<file path="src/design/des_rf_pkg.sv">
// DES round function package: bit-selection tables, S-box contents and helpers.
// Shared by des_rf_core and des_round_function; depends on nothing else.
package des_rf_pkg;

    localparam int HALF_BITS = 32;
    localparam int KEY_BITS  = 48;
    localparam int GROUPS    = 8;
    localparam int GRP_BITS  = 6;
    localparam int SBOX_BITS = 4;

    typedef logic [HALF_BITS-1:0] half_t;
    typedef logic [KEY_BITS-1:0]  key_t;
    typedef logic [5:0]           sel_t;
    typedef logic [1:0]           row_t;
    typedef logic [3:0]           col_t;
    typedef logic [SBOX_BITS-1:0] nib_t;

    // E selection table, DES numbering (1 = MSB of the right half)
    localparam sel_t E_SEL [KEY_BITS] = '{
        6'd32, 6'd1,  6'd2,  6'd3,  6'd4,  6'd5,
        6'd4,  6'd5,  6'd6,  6'd7,  6'd8,  6'd9,
        6'd8,  6'd9,  6'd10, 6'd11, 6'd12, 6'd13,
        6'd12, 6'd13, 6'd14, 6'd15, 6'd16, 6'd17,
        6'd16, 6'd17, 6'd18, 6'd19, 6'd20, 6'd21,
        6'd20, 6'd21, 6'd22, 6'd23, 6'd24, 6'd25,
        6'd24, 6'd25, 6'd26, 6'd27, 6'd28, 6'd29,
        6'd28, 6'd29, 6'd30, 6'd31, 6'd32, 6'd1
    };

    // P permutation table, DES numbering
    localparam sel_t P_SEL [HALF_BITS] = '{
        6'd16, 6'd7,  6'd20, 6'd21, 6'd29, 6'd12, 6'd28, 6'd17,
        6'd1,  6'd15, 6'd23, 6'd26, 6'd5,  6'd18, 6'd31, 6'd10,
        6'd2,  6'd8,  6'd24, 6'd14, 6'd32, 6'd27, 6'd3,  6'd9,
        6'd19, 6'd13, 6'd30, 6'd6,  6'd22, 6'd11, 6'd4,  6'd25
    };

    // S-boxes S1..S8, indexed [box][row][column]
    localparam nib_t SBOX [GROUPS][4][16] = '{
        '{'{4'd14, 4'd4,  4'd13, 4'd1,  4'd2,  4'd15, 4'd11, 4'd8,
            4'd3,  4'd10, 4'd6,  4'd12, 4'd5,  4'd9,  4'd0,  4'd7},
          '{4'd0,  4'd15, 4'd7,  4'd4,  4'd14, 4'd2,  4'd13, 4'd1,
            4'd10, 4'd6,  4'd12, 4'd11, 4'd9,  4'd5,  4'd3,  4'd8},
          '{4'd4,  4'd1,  4'd14, 4'd8,  4'd13, 4'd6,  4'd2,  4'd11,
            4'd15, 4'd12, 4'd9,  4'd7,  4'd3,  4'd10, 4'd5,  4'd0},
          '{4'd15, 4'd12, 4'd8,  4'd2,  4'd4,  4'd9,  4'd1,  4'd7,
            4'd5,  4'd11, 4'd3,  4'd14, 4'd10, 4'd0,  4'd6,  4'd13}},
        '{'{4'd15, 4'd1,  4'd8,  4'd14, 4'd6,  4'd11, 4'd3,  4'd4,
            4'd9,  4'd7,  4'd2,  4'd13, 4'd12, 4'd0,  4'd5,  4'd10},
          '{4'd3,  4'd13, 4'd4,  4'd7,  4'd15, 4'd2,  4'd8,  4'd14,
            4'd12, 4'd0,  4'd1,  4'd10, 4'd6,  4'd9,  4'd11, 4'd5},
          '{4'd0,  4'd14, 4'd7,  4'd11, 4'd10, 4'd4,  4'd13, 4'd1,
            4'd5,  4'd8,  4'd12, 4'd6,  4'd9,  4'd3,  4'd2,  4'd15},
          '{4'd13, 4'd8,  4'd10, 4'd1,  4'd3,  4'd15, 4'd4,  4'd2,
            4'd11, 4'd6,  4'd7,  4'd12, 4'd0,  4'd5,  4'd14, 4'd9}},
        '{'{4'd10, 4'd0,  4'd9,  4'd14, 4'd6,  4'd3,  4'd15, 4'd5,
            4'd1,  4'd13, 4'd12, 4'd7,  4'd11, 4'd4,  4'd2,  4'd8},
          '{4'd13, 4'd7,  4'd0,  4'd9,  4'd3,  4'd4,  4'd6,  4'd10,
            4'd2,  4'd8,  4'd5,  4'd14, 4'd12, 4'd11, 4'd15, 4'd1},
          '{4'd13, 4'd6,  4'd4,  4'd9,  4'd8,  4'd15, 4'd3,  4'd0,
            4'd11, 4'd1,  4'd2,  4'd12, 4'd5,  4'd10, 4'd14, 4'd7},
          '{4'd1,  4'd10, 4'd13, 4'd0,  4'd6,  4'd9,  4'd8,  4'd7,
            4'd4,  4'd15, 4'd14, 4'd3,  4'd11, 4'd5,  4'd2,  4'd12}},
        '{'{4'd7,  4'd13, 4'd14, 4'd3,  4'd0,  4'd6,  4'd9,  4'd10,
            4'd1,  4'd2,  4'd8,  4'd5,  4'd11, 4'd12, 4'd4,  4'd15},
          '{4'd13, 4'd8,  4'd11, 4'd5,  4'd6,  4'd15, 4'd0,  4'd3,
            4'd4,  4'd7,  4'd2,  4'd12, 4'd1,  4'd10, 4'd14, 4'd9},
          '{4'd10, 4'd6,  4'd9,  4'd0,  4'd12, 4'd11, 4'd7,  4'd13,
            4'd15, 4'd1,  4'd3,  4'd14, 4'd5,  4'd2,  4'd8,  4'd4},
          '{4'd3,  4'd15, 4'd0,  4'd6,  4'd10, 4'd1,  4'd13, 4'd8,
            4'd9,  4'd4,  4'd5,  4'd11, 4'd12, 4'd7,  4'd2,  4'd14}},
        '{'{4'd2,  4'd12, 4'd4,  4'd1,  4'd7,  4'd10, 4'd11, 4'd6,
            4'd8,  4'd5,  4'd3,  4'd15, 4'd13, 4'd0,  4'd14, 4'd9},
          '{4'd14, 4'd11, 4'd2,  4'd12, 4'd4,  4'd7,  4'd13, 4'd1,
            4'd5,  4'd0,  4'd15, 4'd10, 4'd3,  4'd9,  4'd8,  4'd6},
          '{4'd4,  4'd2,  4'd1,  4'd11, 4'd10, 4'd13, 4'd7,  4'd8,
            4'd15, 4'd9,  4'd12, 4'd5,  4'd6,  4'd3,  4'd0,  4'd14},
          '{4'd11, 4'd8,  4'd12, 4'd7,  4'd1,  4'd14, 4'd2,  4'd13,
            4'd6,  4'd15, 4'd0,  4'd9,  4'd10, 4'd4,  4'd5,  4'd3}},
        '{'{4'd12, 4'd1,  4'd10, 4'd15, 4'd9,  4'd2,  4'd6,  4'd8,
            4'd0,  4'd13, 4'd3,  4'd4,  4'd14, 4'd7,  4'd5,  4'd11},
          '{4'd10, 4'd15, 4'd4,  4'd2,  4'd7,  4'd12, 4'd9,  4'd5,
            4'd6,  4'd1,  4'd13, 4'd14, 4'd0,  4'd11, 4'd3,  4'd8},
          '{4'd9,  4'd14, 4'd15, 4'd5,  4'd2,  4'd8,  4'd12, 4'd3,
            4'd7,  4'd0,  4'd4,  4'd10, 4'd1,  4'd13, 4'd11, 4'd6},
          '{4'd4,  4'd3,  4'd2,  4'd12, 4'd9,  4'd5,  4'd15, 4'd10,
            4'd11, 4'd14, 4'd1,  4'd7,  4'd6,  4'd0,  4'd8,  4'd13}},
        '{'{4'd4,  4'd11, 4'd2,  4'd14, 4'd15, 4'd0,  4'd8,  4'd13,
            4'd3,  4'd12, 4'd9,  4'd7,  4'd5,  4'd10, 4'd6,  4'd1},
          '{4'd13, 4'd0,  4'd11, 4'd7,  4'd4,  4'd9,  4'd1,  4'd10,
            4'd14, 4'd3,  4'd5,  4'd12, 4'd2,  4'd15, 4'd8,  4'd6},
          '{4'd1,  4'd4,  4'd11, 4'd13, 4'd12, 4'd3,  4'd7,  4'd14,
            4'd10, 4'd15, 4'd6,  4'd8,  4'd0,  4'd5,  4'd9,  4'd2},
          '{4'd6,  4'd11, 4'd13, 4'd8,  4'd1,  4'd4,  4'd10, 4'd7,
            4'd9,  4'd5,  4'd0,  4'd15, 4'd14, 4'd2,  4'd3,  4'd12}},
        '{'{4'd13, 4'd2,  4'd8,  4'd4,  4'd6,  4'd15, 4'd11, 4'd1,
            4'd10, 4'd9,  4'd3,  4'd14, 4'd5,  4'd0,  4'd12, 4'd7},
          '{4'd1,  4'd15, 4'd13, 4'd8,  4'd10, 4'd3,  4'd7,  4'd4,
            4'd12, 4'd5,  4'd6,  4'd11, 4'd0,  4'd14, 4'd9,  4'd2},
          '{4'd7,  4'd11, 4'd4,  4'd1,  4'd9,  4'd12, 4'd14, 4'd2,
            4'd0,  4'd6,  4'd10, 4'd13, 4'd15, 4'd3,  4'd5,  4'd8},
          '{4'd2,  4'd1,  4'd14, 4'd7,  4'd4,  4'd10, 4'd8,  4'd13,
            4'd15, 4'd12, 4'd9,  4'd0,  4'd3,  4'd5,  4'd6,  4'd11}}
    };

    // Expand the right half to 48 bits (pure wiring)
    function automatic key_t expand(input half_t r);
        key_t x;
        for (int i = 0; i < KEY_BITS; i++) begin
            x[KEY_BITS-1-i] = r[5'(HALF_BITS - int'(E_SEL[i]))];
        end
        return x;
    endfunction

    // Apply the P permutation (pure wiring)
    function automatic half_t permute(input half_t s);
        half_t f;
        for (int i = 0; i < HALF_BITS; i++) begin
            f[HALF_BITS-1-i] = s[5'(HALF_BITS - int'(P_SEL[i]))];
        end
        return f;
    endfunction

endpackage

</file>
<file path="src/design/des_rf_core.sv">
// DES f-function datapath: expansion, key mix, eight S-box lookups, P permutation.
// Purely combinational; depends on des_rf_pkg.
module des_rf_core
    import des_rf_pkg::*;
(
    input  half_t right_half,
    input  key_t  round_key,
    output half_t f_value
);

    key_t  mixed;
    half_t sbox_out;

    // Expand and mix in the round key
    assign mixed = expand(right_half) ^ round_key;

    // Look up each 6-bit group: outer bits pick the row, middle bits the column
    always_comb begin
        sbox_out = '0;
        for (int i = 0; i < GROUPS; i++) begin
            logic [GRP_BITS-1:0] grp;
            row_t                row;
            col_t                col;
            grp = mixed[GRP_BITS*(GROUPS-1-i) +: GRP_BITS];
            row = {grp[5], grp[0]};
            col = grp[4:1];
            sbox_out[SBOX_BITS*(GROUPS-1-i) +: SBOX_BITS] = SBOX[i][row][col];
        end
    end

    // Reorder the S-box bits
    assign f_value = permute(sbox_out);

endmodule

</file>
<file path="src/design/des_round_function.sv">
// DES round function top level: input register, f-function datapath, result register.
// Depends on des_rf_pkg and des_rf_core.
//
//   channel | direction | handshake          | payload
//   s_      | in        | s_valid / s_ready  | s_right_half[31:0], s_round_key[47:0]
//   m_      | out       | m_valid / m_ready  | m_f_value[31:0]
//
// An accepted transaction loads the input register and moves on into the result
// register, which drives m_valid, once that register is empty or draining; one
// transaction is accepted every cycle while the output is not stalled. The path is
// one expand/XOR, one S-box lookup and wiring between the input and result registers.
// Reset (synchronous, active low) clears both valid flags only.
// A stalled result holds in the result register; the input register keeps
// accepting while it is empty or the result register can drain, so s_ready depends on m_ready.
module des_round_function
    import des_rf_pkg::*;
(
    input  logic  aclk,
    input  logic  aresetn,
    input  logic  s_valid,
    output logic  s_ready,
    input  half_t s_right_half,
    input  key_t  s_round_key,
    output logic  m_valid,
    input  logic  m_ready,
    output half_t m_f_value
);

    logic  in_valid_reg, in_valid_next;
    half_t right_half_reg, right_half_next;
    key_t  round_key_reg, round_key_next;
    logic  out_valid_reg, out_valid_next;
    half_t f_value_reg, f_value_next;
    half_t core_f;
    logic  out_free;
    logic  in_adv;
    logic  s_take;

    des_rf_core u_core (
        .right_half (right_half_reg),
        .round_key  (round_key_reg),
        .f_value    (core_f)
    );

    // Stage handshake: advance when the next stage is empty or draining
    assign out_free = !out_valid_reg || m_ready;
    assign in_adv   = in_valid_reg && out_free;
    assign s_ready  = !in_valid_reg || out_free;
    assign s_take   = s_valid && s_ready;

    // Next values of both stages
    always_comb begin
        in_valid_next   = in_valid_reg;
        right_half_next = right_half_reg;
        round_key_next  = round_key_reg;
        out_valid_next  = out_valid_reg;
        f_value_next    = f_value_reg;
        if (s_take) begin
            right_half_next = s_right_half;
            round_key_next  = s_round_key;
        end
        if (s_ready) begin
            in_valid_next = s_valid;
        end
        if (out_free) begin
            out_valid_next = in_valid_reg;
        end
        if (in_adv) begin
            f_value_next = core_f;
        end
    end

    // Control flops
    always_ff @(posedge aclk) begin
        if (!aresetn) begin
            in_valid_reg  <= 1'b0;
            out_valid_reg <= 1'b0;
        end else begin
            in_valid_reg  <= in_valid_next;
            out_valid_reg <= out_valid_next;
        end
    end

    // Payload flops
    always_ff @(posedge aclk) begin
        right_half_reg <= right_half_next;
        round_key_reg  <= round_key_next;
        f_value_reg    <= f_value_next;
    end

    assign m_valid   = out_valid_reg;
    assign m_f_value = f_value_reg;

    // An accepted transaction lands in the input register
    a_in_capture: assert property (@(posedge aclk) disable iff (!aresetn)
        s_valid && s_ready |=> in_valid_reg)
        else $error("accepted transaction not captured in input register");

    // An advancing transaction produces a result next cycle
    a_out_fill: assert property (@(posedge aclk) disable iff (!aresetn)
        in_valid_reg && out_free |=> m_valid)
        else $error("advancing transaction did not reach result register");

    // A blocked input stage holds its payload
    a_in_hold: assert property (@(posedge aclk) disable iff (!aresetn)
        in_valid_reg && !out_free |=>
            in_valid_reg && $stable(right_half_reg) && $stable(round_key_reg))
        else $error("stalled input stage lost its transaction");

    // Result register holds the f-function of the previously held input
    a_out_value: assert property (@(posedge aclk) disable iff (!aresetn)
        in_adv |=> m_f_value == $past(core_f))
        else $error("result register does not match datapath");

endmodule
</file>
<file path="config.mk">
export PLATFORM = sky130hd
export DESIGN_NAME = des_round_function
export DESIGN_NICKNAME = d
export VERILOG_FILES = /design/src/design/des_rf_pkg.sv /design/src/design/des_rf_core.sv /design/src/design/des_round_function.sv
export SDC_FILE = /design/constraint.sdc
export NUM_CORES = 1
export LEC_CHECK = 0
export CAP_MARGIN = 10
export CORE_MARGIN = 1
export CORE_UTILIZATION = 25
export DETAILED_ROUTE_END_ITERATION = 8
export DONT_BUFFER_PORTS = 1
export GPL_ROUTABILITY_DRIVEN = 0
export GPL_TIMING_DRIVEN = 0
export SYNTH_ARGS = -nofsm -noshare
export SYNTH_HDL_FRONTEND = slang
export SYNTH_HIERARCHICAL = 1
export SYNTH_SLANG_ARGS = --single-unit
</file>
<file path="constraint.sdc">
create_clock -name aclk -period 6.86 [get_ports aclk]
set_input_delay 0 -clock aclk [delete_from_list [all_inputs] [get_ports aclk]]
set_output_delay 0 -clock aclk [all_outputs]
set_load 0.05 [all_outputs]
</file>
==> impl_metrics.csv, run 1 <==
group,metric,value,unit
detailed_routing,vias_per_cell,4.78,
global_route,antenna_found_initial,0,
pwr,p_comb_share,22.2,%
synthesis,synth_cells,385,
sta,worst_pin_slew,0.965,ns
final_layout,final_area,5490,sq um
final_layout,drive_gt1_share,10.9,%
synthesis,yosys_warnings,6,
sta,fin_skew,0.00978,ns
final_layout,largest_reg_flops,32,
sta,whs,0.136,ns
worst_setup_path,crit_type,"flop to flop",
floorplanning,initial_utilization,26.0,%
detailed_routing,drt-met1-wl,4180,microns
worst_setup_path,cpPeakStageDelay,0.77,ns
clock_tree,cts_buffer_depth,2,
sta,slew_headroom,35.4,%
place,port_buffers,0,
floorplanning,die_x,134,microns
clock_tree,htreeDepth,3,
clock_tree,cts_tree,"yes",
run,max-cap-violations,0,
detailed_routing,post_drt_wl_per_cell,14.6,microns
global_route,overflow,0,
min_path,hp-class,"input pin to flop",
floorplanning,die_y,134,microns
place,dp_slack,3.58,ns
worst_setup_path,critical_path.top_delay_family,"XOR/XNOR gates",
worst_setup_path,end_kind,"flop",
floorplanning,pin_count,118,
clock_tree,clkTransAtPathRegs,0.06,ns
detailed_routing,ant_nets,0,
detailed_routing,vias,3243,
pwr,ir_drop,0.172,mV
pwr,seq_power_share,42.5,%
final_layout,area_growth,25.7,%
run_status,status,"completed",
sta,finalCritPeriodShare,47.4,%
floorplanning,rows,47,
detailed_routing,dr_wl_met2,5140,microns
pwr,netSwitchingPower,418,uW
global_route,grt_pass1_vias,3154,
worst_setup_path,critPathRequiredTime,6.99,ns
final_layout,multiInputGateArea,2090,sq um
global_route,grt_first_pass_wirelength,15800,microns
clock_tree,cts-root-buf,"clkbuf_16",
worst_setup_path,cp_cell_sequence,"xor2_1 -> ha_1 -> clkbuf_1 -> xor3_4 -> nor2_1 -> o21bai_1 -> a21oi_1 -> o21ai_0",
place,dpl.hpwl,6980,microns
global_route,grt.total_usage,11.4,%
sta,report.final.slew_viol_count,0,
clock_tree,clock_latency,0.33,ns
pwr,power.internal,969,uW
final_layout,num-nets-final,567,
detailed_routing,top_layer,"met4",
final_layout,antenna_cells,0,
sta,setup_viol_count_final,0,
worst_setup_path,cp_slowest_cell,"xor2_1",
detailed_routing,dr_wl_met3,536,microns
pwr,p_per_area,253,nW/um^2
global_route,grt_max_degree,28,
synthesis,syn-cell-area,4370,sq um
final_layout,regArea,2140,sq um
sta,tns,0,ns
floorplanning,core-area,16800,sq um
pwr,switching_share,30.1,%
detailed_routing,drt-total-wl,9950,microns
synthesis,synth.avg_cell_area,11.4,sq um
clock_tree,post_cts_buffers,0,
worst_setup_path,crit_fanout,13,
clock_tree,clock_sinks,72,
sta,grt_setup_unrepaired,"no",
sta,hold_viol_final,0,
floorplanning,dieArea,18000,sq um
place,place_area,4760,sq um
sta,worst_slack,3.61,ns
worst_setup_path,worstSetupStartpointType,"flop",
sta,fmax,0.307,GHz
sta,fin_crit,3.25,ns
pwr,clock_power_share,35.4,%
clock_tree,numCtsBuffers,9,
detailed_routing,drc,0,
worst_setup_path,crit_buf_inv,1,
detailed_routing,first_iter_violations,162,
final_layout,layout.cells.non_filler,679,
pwr,p_leak,0.00202,uW
worst_setup_path,cp.arrival,3.38,ns
place,dp.cells,622,
detailed_routing,drt_pass1_iterations,5,
final_layout,fill_cells,1690,
[power by group through the flow]
stage          sequential (uW)  clock (uW)  combinational, uW
2_1_floorplan              594           0                219
3_3_place_gp               600           0                270
3_5_place_dp               599           0                282
4_1_cts                    590         511                302
5_1_grt                    593         524                340
6_report                   589         490                307
[cell type report]
cell class / instances / share of cell area (%)
clock buffer: 10 / 4.17
clock inverter: 5 / 1.48
sequential: 72 / 39.0
tap: 220 / 5.01
inverter: 12 / 0.820
multi-input combinational: 288 / 38.0
buffer: 28 / 3.14
timing repair buffer: 44 / 8.38
[worst paths after layout]
path	endpoint	cells past startpoint	startpoint	slack, ns
max	m_f_value[21]$_DFFE_PP_	8	right_half_reg[12]$_DFFE_PP_	3.61
min	m_f_value[11]$_DFFE_PP_	2	m_ready	0.14
max reg2reg	m_f_value[21]$_DFFE_PP_	8	right_half_reg[12]$_DFFE_PP_	3.61
min reg2reg	m_f_value[11]$_DFFE_PP_	1	in_valid_reg$_SDFFE_PN0P_	0.77
[layout by cell type (no fill, tap or decap), types with 3 or more instances in the layout]
cell type      count
xnor2_1           20
o311ai_0           4
a21oi_1           18
nand3_1           14
o21ai_0           18
a31oi_1            7
nor3_1            14
ha_1              28
o211ai_1          14
inv_1             11
edfxtp_1          70
xor2_1            15
mux4_2             3
conb_1            16
clkbuf_1           9
buf_2              3
nor2_1            23
nand4_1            3
nor3b_1            3
mux2i_1            4
buf_4             17
a2111oi_0          3
clkbuf_16          9
a211oi_1           9
dlygate4sd3_1     42
nand2_1           34
[worst reg2reg max path, cell delays in order (launching register included)]
cell	delay [ns]
edfxtp_1	0.41
xor2_1	0.77
ha_1	0.27
clkbuf_1	0.33
xor3_4	0.58
nor2_1	0.14
o21bai_1	0.12
a21oi_1	0.10
o21ai_0	0.32
[repair_timing]
action,CTS,global route
endpoints found under the hold margin,40,0
hold buffers,42,0
resized for setup,0,0
[routing by layer]
layer  global-route usage [%]  up-vias
met1                     12.6     1539
met2                     20.3      126
met4                     4.18        0
met5                        0        -
met3                     3.93       10
li1                         -     1568
[per-stage QoR]
stage	util [%]	total power, uW
floorplan	-	813
global placement	28.0	870
detailed placement	28.3	882
CTS	32.7	1400
global route	32.7	1460
finish	32.7	1390
Power figures use the tool's default switching activity.
==> run 2, diff against run 1 <==
--- a/config.mk
+++ b/config.mk
@@ -5,6 +5,7 @@
 export SDC_FILE = /design/constraint.sdc
 export NUM_CORES = 1
 export LEC_CHECK = 0
+export ABC_AREA = 1
 export CAP_MARGIN = 10
 export CORE_MARGIN = 1
 export CORE_UTILIZATION = 25
==> constraint.sdc (replaced) <==
create_clock -name aclk -period 3.1 [get_ports aclk]
set_input_delay 0 -clock aclk [delete_from_list [all_inputs] [get_ports aclk]]
set_output_delay 0 -clock aclk [all_outputs]
set_load 0.05 [all_outputs]
==> run 2 against run 1 <==
Routed wire length decreased by 5.4%. Non-clock buffer count decreased by 4. Final cell count up 18%. Global-route usage shrank 0.56 points. Clock power increased by 100%. Critical path depth is the same. Via count is 7.5% higher. Largest power group unchanged. Synthesized cell count grew 31%. Sequential power up 120%. Flip-flop and latch count did not move. Critical path type unchanged.
==> impl_metrics.csv, run 2 <==
group,metric,value,unit
run_status,status,"completed",
pwr,power.internal,2020,uW
worst_setup_path,crit_buf_inv,1,
clock_tree,cts_tree,"yes",
worst_setup_path,r2r_start,"right_half_reg[4]$_DFFE_PP_",
sta,fin_crit,2.41,ns
sta,finalCritPeriodShare,77.8,%
worst_setup_path,cp.arrival,2.50,ns
pwr,power,2940,uW
final_layout,final_area,5600,sq um
worst_setup_path,crit_type,"flop to flop",
detailed_routing,ant_nets,0,
clock_tree,clkTransAtPathRegs,0.06,ns
pwr,p_leak,0.00247,uW
pwr,switching_share,31.1,%
worst_setup_path,cpPeakStageDelay,0.60,ns
final_layout,fill_cells,1798,
place,place_area,4890,sq um
detailed_routing,drt-total-wl,9410,microns
final_layout,mostFrequentLayoutCell,"nand2_1",
detailed_routing,post_drt_wl_per_cell,11.7,microns
min_path,hp-class,"input pin to flop",
global_route,antenna_found_initial,0,
final_layout,post-route-util,32.1,%
detailed_routing,first_iter_violations,220,
final_layout,area_growth,24.6,%
clock_tree,numCtsBuffers,9,
worst_setup_path,critPathRequiredTime,3.19,ns
floorplanning,die_y,136,microns
worst_setup_path,worstSetupStartpointType,"flop",
pwr,clock_power_share,34.0,%
floorplanning,core-area,17400,sq um
detailed_routing,vias_per_cell,4.34,
run,max-cap-violations,0,
floorplanning,rows,48,
sta,fmax,0.415,GHz
final_layout,regArea,2140,sq um
detailed_routing,vias,3487,
pwr,ir_drop,0.315,mV
sta,hold_viol_final,0,
worst_setup_path,cp_slowest_cell,"xnor2_1",
detailed_routing,drt_pass1_iterations,7,
floorplanning,pin_count,118,
sta,grt_setup_unrepaired,"no",
min_path,holdPathEnd,"m_f_value[27]$_DFFE_PP_",
clock_tree,cts-root-buf,"clkbuf_16",
sta,slew_headroom,43.9,%
worst_setup_path,cp_cell_sequence,"xnor2_1 -> inv_1 -> ha_1 -> nand2_1 -> o21ai_0 -> nand2_1 -> nand2_1 -> o21a_1",
clock_tree,cts_buffer_depth,2,
global_route,grt_pass1_vias,3280,
worst_setup_path,rrSetupSlack,0.69,ns
pwr,p_comb_share,22.0,%
clock_tree,clock_latency,0.33,ns
detailed_routing,drc,0,
place,port_buffers,0,
worst_setup_path,r2r_end,"m_f_value[11]$_DFFE_PP_",
worst_setup_path,critical_path.top_delay_family,"XOR/XNOR gates",
sta,fin_skew,0.00628,ns
final_layout,final_cell_mix,"nand2_1 (167), nand3_1 (78), edfxtp_1 (70)",
worst_setup_path,cpMostUsedCell,"nand2_1",
worst_setup_path,crit_fanout,8,
min_path,hold_depth,2,
sta,report.final.slew_viol_count,0,
clock_tree,cts_resized,0,
min_path,min_from,"m_ready",
final_layout,num-nets-final,685,
floorplanning,initial_utilization,25.8,%
synthesis,yosys_warnings,6,
synthesis,syn-cell-area,4490,sq um
worst_setup_path,end_kind,"flop",
pwr,netSwitchingPower,914,uW
synthesis,synth_cells,503,
floorplanning,die_x,136,microns
place,dpl.hpwl,6780,microns
final_layout,drive_gt1_share,11.6,%
sta,setup_viol_count_final,0,
pwr,p_per_area,525,nW/um^2
final_layout,multiInputGateArea,2060,sq um
global_route,grt_first_pass_wirelength,15500,microns
synthesis,synth.avg_cell_area,8.93,sq um
final_layout,largest_reg_flops,32,
clock_tree,htreeDepth,3,
sta,worst_pin_slew,0.841,ns
pwr,seq_power_share,44.0,%
clock_tree,clock_sinks,72,
floorplanning,dieArea,18500,sq um
global_route,overflow,0,
global_route,grt.total_usage,10.9,%
final_layout,antenna_cells,0,
global_route,grt_max_degree,29,
worst_setup_path,reg2reg_depth,8,
==> run 2: per-stage QoR <==
stage	hold WS [ns]	instances	setup WS [ns]	TNS (ns)
finish	0.104	803	0.689	0
global route	0.0961	803	0.469	0
CTS	0.0604	803	0.679	0
detailed placement	0.0989	745	0.687	0
global placement	0.0989	743	-0.523	-16.57
floorplan	0.0989	518	0.486	0
==> run 2: worst register-to-register path, cell delays in order (launching register included) <==
cell      delay (ns)
edfxtp_1        0.49
xnor2_1         0.60
inv_1           0.21
ha_1            0.38
nand2_1         0.13
o21ai_0         0.09
nand2_1         0.06
nand2_1         0.05
o21a_1          0.16
==> run 2: routing by layer <==
layer,GRT usage (%),vias to the layer above,share of wire [%]
met3,3.62,13,5.6
met4,5.31,0,1.6
li1,-,1789,-
met5,0,-,0
met1,13.1,1547,46
met2,17.2,138,47
==> run 2: worst max path at each step <==
stage,startpoint,endpoint,depth (start not counted)
floorplan,m_valid$_SDFFE_PN0P_,m_f_value[0]$_DFFE_PP_,1
global placement,m_valid$_SDFFE_PN0P_,m_f_value[10]$_DFFE_PP_,1
detailed placement,right_half_reg[4]$_DFFE_PP_,m_f_value[11]$_DFFE_PP_,8
CTS,right_half_reg[4]$_DFFE_PP_,m_f_value[11]$_DFFE_PP_,8
global route,right_half_reg[4]$_DFFE_PP_,m_f_value[17]$_DFFE_PP_,10
finish,right_half_reg[4]$_DFFE_PP_,m_f_value[11]$_DFFE_PP_,8
==> run 2: power groups by stage <==
stage                     Combinational (uW)  Sequential [uW]  Clock, uW
after global routing                     738             1300       1090
final                                    646             1290        999
after floorplan                          468             1310          0
after global placement                   591             1310          0
after CTS                                643             1290       1060
after detailed placement                 599             1310          0
==> run 2: what timing repair did <==
item                                   CTS  global route
setup buffers                            0             0
hold buffers                            42             0
setup endpoints to repair                0             0
endpoints found under the hold margin   40             0
==> run 2: area by class of cell <==
type | count | share of cell area, %
buffer | 24 | 3.24
clock buffer | 9 | 4.02
clock inverter | 7 | 1.12
inverter | 48 | 3.22
multi-input combinational | 374 | 36.7
sequential | 72 | 38.3
tap | 225 | 5.03
timing repair buffer | 44 | 8.36
==> run 3, diff against run 2 <==
==> constraint.sdc (replaced) <==
create_clock -name aclk -period 2.2 [get_ports aclk]
set_input_delay 0 -clock aclk [delete_from_list [all_inputs] [get_ports aclk]]
set_output_delay 0 -clock aclk [all_outputs]
set_load 0.05 [all_outputs]
==> run 3 against run 2 <==
Via count decreased by 0.26%. Flip-flop and latch count unchanged. Die area unchanged. Cell area increased by 0.87%. Fmax increased by 12%. Sequential share of layout area decreased by 0.31 points. Sequential power increased by 42%. Critical path type unchanged. Highest routed layer unchanged.
==> impl_metrics.csv, run 3 (same netlist as run 2, synthesis figures left out) <==
group,metric,value,unit
sta,fin_crit,2.15,ns
clock_tree,cts-root-buf,"clkbuf_16",
place,dp_slack,-0.263,ns
detailed_routing,vias_per_cell,4.33,
floorplanning,core-area,17400,sq um
run,max-cap-violations,0,
detailed_routing,vias,3478,
clock_tree,cts_buffer_depth,2,
clock_tree,clock_sinks,72,
pwr,power,4150,uW
pwr,ir_drop,0.479,mV
sta,grt_setup_unrepaired,"yes",
clock_tree,clkTransAtPathRegs,0.06,ns
sta,report.final.slew_viol_count,0,
final_layout,drive_gt1_share,13.3,%
final_layout,fill_cells,1778,
worst_setup_path,cp.arrival,2.22,ns
floorplanning,die_y,136,microns
place,place_area,4860,sq um
clock_tree,cts_tree,"yes",
final_layout,num-nets-final,685,
final_layout,final_cell_mix,"nand2_1 (166), nand3_1 (77), edfxtp_1 (70)",
worst_setup_path,crit_fanout,5,
detailed_routing,drt_pass1_iterations,7,
floorplanning,die_x,136,microns
global_route,overflow,0,
sta,worst_pin_slew,0.825,ns
final_layout,antenna_cells,0,
detailed_routing,drt-total-wl,9400,microns
detailed_routing,ant_nets,0,
sta,whs,0.0932,ns
sta,fmax,0.465,GHz
min_path,hp-class,"input pin to flop",
global_route,grt_first_pass_wirelength,15600,microns
place,dpl.hpwl,6610,microns
floorplanning,pin_count,118,
final_layout,area_growth,25.7,%
floorplanning,rows,48,
global_route,antenna_found_initial,0,
worst_setup_path,worstSetupStartpointType,"flop",
sta,setup_viol_count_final,0,
detailed_routing,first_iter_violations,214,
global_route,grt_pass1_vias,3270,
sta,worst_slack,0.0503,ns
final_layout,largest_reg_flops,32,
detailed_routing,drc,0,
pwr,p_leak,0.00249,uW
sta,finalCritPeriodShare,97.7,%
sta,hold_viol_final,0,
floorplanning,initial_utilization,25.8,%
floorplanning,dieArea,18500,sq um
clock_tree,clock_latency,0.34,ns
detailed_routing,post_drt_wl_per_cell,11.7,microns
sta,slew_headroom,44.9,%
final_layout,final_area,5650,sq um
global_route,grt.total_usage,11.0,%
worst_setup_path,end_kind,"flop",
place,port_buffers,0,
sta,fin_skew,0.00570,ns
final_layout,mostFrequentLayoutCell,"nand2_1",
clock_tree,numCtsBuffers,9,
run_status,status,"completed",
global_route,grt_max_degree,39,
worst_setup_path,critPathRequiredTime,2.27,ns
worst_setup_path,crit_type,"flop to flop",
clock_tree,htreeDepth,3,
pwr,p_per_area,735,nW/um^2
[run 3: power by group]
group / switching, uW / internal (uW) / total [uW]
Combinational: 552 / 363 / 915
Sequential: 197 / 1630 / 1830
Clock: 541 / 866 / 1410
[run 3: critical path, stage by stage (launching register included)]
cell	delay, ns
edfxtp_1	0.50
xnor2_2	0.30
inv_1	0.17
ha_1	0.36
o21ai_0	0.26
nor2_1	0.06
o21ai_0	0.13
o21ai_0	0.12
[run 3: final timing paths]
| kind | depth (start not counted) | to | start | slack [ns] |
|---|---|---|---|---|
| hold / removal | 2 | m_f_value[5]$_DFFE_PP_ | m_ready | 0.09 |
| hold reg to reg | 2 | m_f_value[5]$_DFFE_PP_ | in_valid_reg$_SDFFE_PN0P_ | 0.68 |
| setup reg to reg | 7 | m_f_value[18]$_DFFE_PP_ | right_half_reg[12]$_DFFE_PP_ | 0.05 |
| setup / recovery | 7 | m_f_value[18]$_DFFE_PP_ | right_half_reg[12]$_DFFE_PP_ | 0.05 |
[run 3: per-layer routing]
layer / vias to the layer above / track usage (%) / part of all wire (%)
met1: 1556 / 13.5 / 46
met5: - / 0 / 0
li1: 1786 / - / -
met4: 0 / 5.49 / 1.7
met3: 12 / 3.24 / 5.9
met2: 124 / 17.6 / 47
[run 3: timing repair]
| item | in CTS | in global routing |
|---|---|---|
| endpoints found under the hold margin | 40 | 0 |
| cloned | 0 | 0 |
| buffers inserted | 0 | 1 |
| setup endpoints to repair | 10 | 49 |
| pin swaps | 0 | 2 |
| gates resized for setup | 6 | 6 |
| hold buffers | 42 | 0 |
[run 3: final cells by class]
type	instances	area, sq um	share of cell area, %
flip-flops and latches	72	2140	38.0
multi-input cells	374	2130	37.8
repair buffers	44	448	7.93
well taps	225	282	4.99
clock buffers	11	233	4.12
plain buffers	24	181	3.21
inverters	48	180	3.19
clock inverters	5	47.5	0.842
[run 3: through the flow]
| step | std cells | utilization, % | TNS (ns) |
|---|---|---|---|
| floorplan | 518 | - | 0 |
| finish | 803 | 32.4 | 0 |
| detailed placement | 744 | 27.9 | -1.08 |
| CTS | 802 | 32.2 | 0 |
| global route | 803 | 32.4 | -0.165 |
| global placement | 743 | 27.8 | -21.13 |
